===== config.mk =====
export PLATFORM = sky130hd
export DESIGN_NAME = top_k_sorted_insert_table_core
export DESIGN_NICKNAME = d
export VERILOG_FILES = /design/src/rtl/tksi_pkg.sv /design/src/rtl/tksi_ctrl.sv /design/src/rtl/tksi_dpath.sv /design/src/rtl/top_k_sorted_insert_table_core.sv
export SDC_FILE = /design/constraint.sdc
export NUM_CORES = 2
export LEC_CHECK = 0
export BUFFER_PORTS_ARGS = -buffer_cell sky130_fd_sc_hd__buf_2
export CORE_MARGIN = 4
export CORE_UTILIZATION = 40
export DETAILED_ROUTE_END_ITERATION = 12
export PLACE_DENSITY = 0.64
export SLEW_MARGIN = 30
export SYNTH_ARGS = -nofsm -noshare
export SYNTH_HDL_FRONTEND = slang
export SYNTH_SLANG_ARGS = --single-unit

===== constraint.sdc =====
create_clock -name clk -period 10.2 [get_ports clk]
set_input_delay 0.51 -clock clk [delete_from_list [all_inputs] [get_ports clk]]
set_output_delay 0.51 -clock clk [all_outputs]
set_load 0.05 [all_outputs]

===== src/rtl/tksi_pkg.sv =====
`timescale 1ns / 1ps
// ----------------------------------------------------------------------------
// tksi_pkg
// Shared types and constants for the top-k sorted insert table.
// ----------------------------------------------------------------------------
package tksi_pkg;

  localparam int CAPACITY_DEF = 16;
  localparam int TAG_BITS_DEF = 64;
  localparam int CNT_W        = 5;
  localparam logic [CNT_W-1:0] MAX_ENTRIES_RST = 5'd10;

  typedef enum logic {
    OP_INSERT = 1'b0,
    OP_READ   = 1'b1
  } op_t;

  typedef struct packed {
    op_t                operation;
    logic [63:0]        tag;
    logic signed [31:0] key;
    logic [3:0]         slot_index;
  } in_item_t;

  typedef struct packed {
    logic               placed;
    logic [3:0]         position;
    logic [CNT_W-1:0]   entry_count;
    logic               read_valid;
    logic [63:0]        read_tag;
    logic signed [31:0] read_key;
  } out_item_t;

  typedef struct packed {
    logic load;
    logic exec;
  } tksi_cmd_t;

endpackage


===== src/rtl/tksi_ctrl.sv =====
`timescale 1ns / 1ps
// ----------------------------------------------------------------------------
// tksi_ctrl
// Controller: takes an item, runs the table update, and owns result valid.
// ----------------------------------------------------------------------------
module tksi_ctrl (
  input  logic              clk,
  input  logic              rst_n,
  input  logic              in_valid,
  output logic              in_stall,
  output logic              out_valid,
  input  logic              out_stall,
  output tksi_pkg::tksi_cmd_t cmd
);

  typedef enum logic {
    ST_IDLE,
    ST_EXEC
  } state_t;

  state_t state_r;
  logic   out_valid_r;

  always_comb begin
    cmd.load = (state_r == ST_IDLE) && in_valid;
    cmd.exec = (state_r == ST_EXEC) && (!out_valid_r || !out_stall);
  end

  assign in_stall  = (state_r != ST_IDLE);
  assign out_valid = out_valid_r;

  always_ff @(posedge clk) begin
    if (!rst_n) begin
      state_r     <= ST_IDLE;
      out_valid_r <= 1'b0;
    end else begin
      unique case (state_r)
        ST_IDLE: begin
          if (in_valid) state_r <= ST_EXEC;
          if (out_valid_r && !out_stall) out_valid_r <= 1'b0;
        end
        ST_EXEC: begin
          if (cmd.exec) begin
            state_r     <= ST_IDLE;
            out_valid_r <= 1'b1;
          end
        end
        default: state_r <= ST_IDLE;
      endcase
    end
  end

endmodule


===== src/rtl/tksi_dpath.sv =====
`timescale 1ns / 1ps
// ----------------------------------------------------------------------------
// tksi_dpath
// Datapath: row of sorted compare-and-shift cells, limit register, result.
// ----------------------------------------------------------------------------
module tksi_dpath #(
  parameter int CAPACITY = tksi_pkg::CAPACITY_DEF,
  parameter int TAG_BITS = tksi_pkg::TAG_BITS_DEF
) (
  input  logic                 clk,
  input  logic                 rst_n,
  input  tksi_pkg::tksi_cmd_t  cmd,
  input  tksi_pkg::in_item_t   in_data,
  input  logic                 cfg_valid,
  input  logic [tksi_pkg::CNT_W-1:0] cfg_data,
  output tksi_pkg::out_item_t  out_data
);

  localparam int CNT_W = tksi_pkg::CNT_W;
  localparam int IDX_W = (CAPACITY > 1) ? $clog2(CAPACITY) : 1;

  tksi_pkg::in_item_t  item_r;
  tksi_pkg::out_item_t res_r;
  logic [TAG_BITS-1:0] tags_r [CAPACITY];
  logic signed [31:0]  keys_r [CAPACITY];
  logic [CNT_W-1:0]    count_r;
  logic [CNT_W-1:0]    max_r;

  logic [CAPACITY-1:0] gt;
  logic [CNT_W-1:0]    limit;
  logic [CNT_W-1:0]    pos;
  logic [CNT_W-1:0]    n_new;
  logic                key_nz;
  logic                placed;
  logic                do_ins;
  logic                rd_ok;
  logic [IDX_W-1:0]    rd_idx;
  logic [CNT_W-1:0]    count_nxt;
  tksi_pkg::out_item_t res_nxt;

  always_comb begin
    limit = (int'(max_r) < CAPACITY) ? max_r : CNT_W'(CAPACITY);
    for (int i = 0; i < CAPACITY; i++) begin
      gt[i] = (i < int'(count_r)) && (item_r.key < keys_r[i]);
    end
    pos = count_r;
    for (int i = CAPACITY - 1; i >= 0; i--) begin
      if (!gt[i] && (i < int'(count_r))) pos = CNT_W'(i);
    end
    n_new  = (count_r < limit) ? count_r + 1'b1 : count_r;
    key_nz = (item_r.key != 32'sd0);
    placed = (item_r.operation == tksi_pkg::OP_INSERT) && key_nz && (pos < n_new);
    do_ins = cmd.exec && placed;

    count_nxt = count_r;
    if ((item_r.operation == tksi_pkg::OP_INSERT) && key_nz) count_nxt = n_new;

    rd_ok  = ({1'b0, item_r.slot_index} < count_r);
    rd_idx = IDX_W'(item_r.slot_index);

    res_nxt             = '0;
    res_nxt.entry_count = count_nxt;
    if (item_r.operation == tksi_pkg::OP_INSERT) begin
      res_nxt.placed   = placed;
      res_nxt.position = placed ? 4'(pos) : 4'd0;
    end else if (rd_ok) begin
      res_nxt.read_valid = 1'b1;
      res_nxt.read_tag   = 64'(tags_r[rd_idx]);
      res_nxt.read_key   = keys_r[rd_idx];
    end
  end

  always_ff @(posedge clk) begin
    if (!rst_n) begin
      count_r <= '0;
      max_r   <= tksi_pkg::MAX_ENTRIES_RST;
    end else begin
      if (cfg_valid) max_r <= cfg_data;
      if (cmd.exec) count_r <= count_nxt;
    end
  end

  always_ff @(posedge clk) begin
    if (cmd.load) item_r <= in_data;
    if (cmd.exec) res_r <= res_nxt;
  end

  always_ff @(posedge clk) begin
    if (do_ins) begin
      for (int i = 0; i < CAPACITY; i++) begin
        if (i == int'(pos)) begin
          tags_r[i] <= TAG_BITS'(item_r.tag);
          keys_r[i] <= item_r.key;
        end else if ((i > int'(pos)) && (i > 0)) begin
          tags_r[i] <= tags_r[i-1];
          keys_r[i] <= keys_r[i-1];
        end
      end
    end
  end

  assign out_data = res_r;

endmodule


===== src/rtl/top_k_sorted_insert_table_core.sv =====
`timescale 1ns / 1ps
// ----------------------------------------------------------------------------
// top_k_sorted_insert_table_core
// Sorted table of (tag, key) entries kept in descending key order.
// ----------------------------------------------------------------------------
//   Channel  Direction  Handshake        Payload
//   in_      input      valid / stall    tksi_pkg::in_item_t
//   out_     output     valid / stall    tksi_pkg::out_item_t
//   cfg_     input      valid / ready    max_entries, 5 bits
//
// Each item is first captured; then all cells compare against the new key in
// parallel and shift in a single update.
// The result sits in an output register, so a new item is taken while it waits.
// A stalled result holds the update cycle until the output register frees.
// Reset clears the entry count and sets the limit to ten; entry contents
// are undefined until written.
// ----------------------------------------------------------------------------
module top_k_sorted_insert_table_core #(
  parameter int CAPACITY = tksi_pkg::CAPACITY_DEF,
  parameter int TAG_BITS = tksi_pkg::TAG_BITS_DEF
) (
  input  logic                        clk,
  input  logic                        rst_n,
  input  logic                        in_valid,
  output logic                        in_stall,
  input  tksi_pkg::in_item_t          in_data,
  output logic                        out_valid,
  input  logic                        out_stall,
  output tksi_pkg::out_item_t         out_data,
  input  logic                        cfg_valid,
  output logic                        cfg_ready,
  input  logic [tksi_pkg::CNT_W-1:0]  cfg_data
);

  tksi_pkg::tksi_cmd_t cmd;

  assign cfg_ready = 1'b1;

  tksi_ctrl u_ctrl (
    .clk       (clk),
    .rst_n     (rst_n),
    .in_valid  (in_valid),
    .in_stall  (in_stall),
    .out_valid (out_valid),
    .out_stall (out_stall),
    .cmd       (cmd)
  );

  tksi_dpath #(
    .CAPACITY (CAPACITY),
    .TAG_BITS (TAG_BITS)
  ) u_dpath (
    .clk       (clk),
    .rst_n     (rst_n),
    .cmd       (cmd),
    .in_data   (in_data),
    .cfg_valid (cfg_valid),
    .cfg_data  (cfg_data),
    .out_data  (out_data)
  );

endmodule

==> results_dict.tcl <==
set metrics [dict create \
    vias_per_cell 5.84 \
    drc 0 \
    syn_inst 6270 \
    grt_max_degree 130 \
    path_cells "buf_4, ha_1, nand4_1, nor4_1, nand2_1, nor4_1, a21oi_1, o221ai_1, nand4_1, nor3_1, nand2b_1, nor2_1, ha_1, nand4_1, nor2_1, o31ai_4, o211ai_1, or2_4, buf_4, mux2_2" \
    grt_pass1_wl_um 410000 \
    place_ws_ns 1.77 \
    slew_headroom_pct 20.6 \
    async_flop_share_pct 0 \
    synth_area_per_cell_um2 15.3 \
    vias 57659 \
    die_w_um 498 \
    rows 179 \
    syn-cell-area_um2 96000 \
    num-fill-cells 20889 \
    cts_htree_levels 4 \
    grt_usage_pct 22.1 \
    clock.fmax_ghz 0.118 \
    synth_top_family_by_area "multiplexers" \
    fin_skew_ns 0.0434 \
    gp_congestion 0.947 \
    status "complete, no violations" \
    cts-resized-gates 0 \
    cts_tree "done" \
    setup_slack_ns 1.70 \
    clock_path_buffers 3 \
    die-area_um2 248000 \
    post-route-min-period_ns 8.50 \
    slowest_stage "edfxtp_1" \
    r2r_setup_slack_ns 1.70 \
    synth_xor_area_share_pct 0.100 \
    worstSetupPathType "flop to flop" \
    synth_adder_area_share_pct 6.62 \
    worst_setup_path_end_kind "flop" \
    synthFlopType "edfxtp_1" \
    postCtsSetupRepairBufs 0 \
    grt-ovfl-total 0 \
    clkLatencyLatePin_ns 0.86 \
    yosys_warnings 0 \
    synth_seq_cells 1760 \
    dp_hpwl_um 178000 \
    timing.final.crit_share_pct 83.3 \
    tightest_slew_ns 1.19 \
    drv_slew 0 \
    whs_ns 0.0730 \
    crit_arrival_ns 9.08 \
    start_kind "flop" \
    grt_pass1_vias 58623 \
    reg2regPathDepth 20 \
    cts_buffers 198 \
    drtAntennaViolNets 0 \
    regToRegEndpoint "u_dpath.tags_r[3][6]$_DFFE_PP_" \
    worstPathBufferInverterCount 2 \
    clk_pin_slew_worst_paths_ns 0.06 \
    irDropWorstVdd_uv 144 \
    cp.depth 20 \
    crit_top_cell "nand4_1" \
    syn2layout_area_growth_pct 12.8 \
    ys_seq_area_share_pct 54.9 \
    ioPinCount 221 \
    synth-edff-count 1744 \
    synth-compound-area-share_pct 3.89 \
    finalSetupTns_ns 0 \
    hold_buffers 107 \
    numPortBuffers 219 \
    setup_violations 0 \
    die_height_um 498 \
    power_density_nw_per_um2 171 \
    cts-root-buf "clkbuf_16" \
    path_delay_family "simple AND/OR/NAND/NOR gates" \
    synthDistinctLibCells 81 \
    critPathMaxFanout 35 \
    nNetsFinal 7163 \
    final_layout_size_suffix_gt1_share_pct 35.9 \
    cts_num_sinks 1760 \
    first_pass_iters 6 \
    startpoint "u_dpath.item_r[31]$_DFFE_PP_" \
    wl_um 280000 \
    first_iter_violations 4938 \
    hold_path.class "input pin to flop" \
    leakagePower_nw 39.2 \
    antenna_found_initial 12 \
    maxCapViolCount 0 \
    slowest_delay_ns 0.88 \
    syn_nets 6889 \
    hold_violations 0 \
    grt_setup_unrepaired "no" \
    core_um2 238000 \
    start_util_pct 40.3 \
    wl_per_cell_um 28.3 \
    synth_mux_area_share_pct 27.3 \
    whs_path_depth 3 \
    critical_path_required_ns 10.78 \
    yosys.area_share.simple_pct 3.36 \
    r2r_start "u_dpath.item_r[31]$_DFFE_PP_" \
    endpoint "u_dpath.tags_r[3][6]$_DFFE_PP_" \
]
==> registers in the layout (all words and copies together), names as in the netlist, named ones only <==
register          flops
u_dpath.item_r       97
u_dpath.out_data    107
u_dpath.max_r         5
u_dpath.rd_idx        4
u_dpath.count_r       5
u_dpath.keys_r      512
u_ctrl.out_valid      1
u_ctrl.in_stall       1
u_dpath.tags_r     1024
==> layout make-up <==
class,instances,area [um2],area share (%)
inverter,531,2040,1.89
tap,3167,3960,3.66
sequential,1760,52700,48.6
clock inverter,118,1010,0.931
multi-input combinational,3583,39700,36.6
clock buffer,244,5180,4.78
antenna,3,7.51,0.00693
timing repair buffer,470,3760,3.47
==> power breakdown <==
part | switching (mW) | leakage, nW | internal [mW]
Sequential | 0.294 | 16.1 | 8.48
Clock | 3.08 | 3.01 | 3.82
Combinational | 1.60 | 20.1 | 1.30
==> per-stage QoR <==
step	power (mW)	std cells	instance area, um2	util, %
floorplan	10.8	6270	96000	-
global placement	11.7	9399	101000	42.4
detailed placement	11.8	9401	101000	42.4
CTS	18.8	9870	108000	45.4
global route	19.3	9873	108000	45.5
finish	18.6	9876	108000	45.5
==> tightest hold or removal path, delay by kind of cell <==
kind	cells	cell delay, ns
multiplexers	1	0.10
buffers and inverters	1	0.20
AND/OR/NAND/NOR	1	0.06
==> how the worst min path moves through the flow <==
stage	startpoint	end	slack (ns)
after floorplan	u_dpath.max_r[1]$_SDFFE_PN1P_	u_dpath.max_r[1]$_SDFFE_PN1P_	0.44
after detailed placement	u_dpath.max_r[1]$_SDFFE_PN1P_	u_dpath.max_r[1]$_SDFFE_PN1P_	0.47
final	cfg_data[1]	u_dpath.max_r[1]$_SDFFE_PN1P_	0.07
after global routing	cfg_data[1]	u_dpath.max_r[1]$_SDFFE_PN1P_	0.03
after global placement	u_dpath.max_r[3]$_SDFFE_PN1P_	u_dpath.max_r[3]$_SDFFE_PN1P_	0.46
after CTS	cfg_data[1]	u_dpath.max_r[1]$_SDFFE_PN1P_	0.03
==> per-layer routing <==
metal / track usage, % / vias up / routed length, um
met5: 0 / - / 11
met2: 35.9 / 1965 / 133000
met3: 3.79 / 432 / 17400
met1: 30.3 / 30230 / 120000
met4: 7.23 / 2 / 9930
li1: - / 25030 / -
==> Yosys cell counts, drive strengths merged, types with 68 or more instances <==
| cell type | count | share of area (%) |
|---|---|---|
| mux2 | 1355 | 16 |
| a21o | 71 | 0.56 |
| nand4 | 68 | 0.44 |
| edfxtp | 1744 | 55 |
| inv | 531 | 2.1 |
| nor2 | 73 | 0.29 |
| mux4 | 480 | 11 |
| nor2b | 120 | 0.78 |
| o21ai | 190 | 0.99 |
| nand2 | 219 | 0.86 |
| buf | 164 | 0.92 |
| a21oi | 161 | 0.84 |
| ha | 508 | 6.6 |
| clkbuf | 232 | 0.91 |
==> kinds of logic after synthesis <==
family	Yosys count
AOI/OAI and AO/OA	587
buffers and inverters	927
adders and majority gates	508
muxes	1845
xor gates and xnor gates	11
and+or+nand+nor	631
other	1
DFF	1760
==> cell usage in the layout (no fill, tap or decap), types with 36 or more instances in the layout <==
cell type         n
mux4_2          480
edfxtp_1       1744
buf_2           219
clkinv_2         38
clkbuf_1         42
ha_1            508
a211oi_1         36
a21oi_1         160
clkbuf_16       199
inv_1           522
nand2_1         219
dlygate4sd3_1   107
nor2_1           71
nor2b_1         118
buf_4           105
clkinv_1         48
mux2_2         1234
o21ai_0         180
a21o_1           70
nand3_1          38
nand4_1          68
mux2_1          121
(Power assumes the default switching activity.)
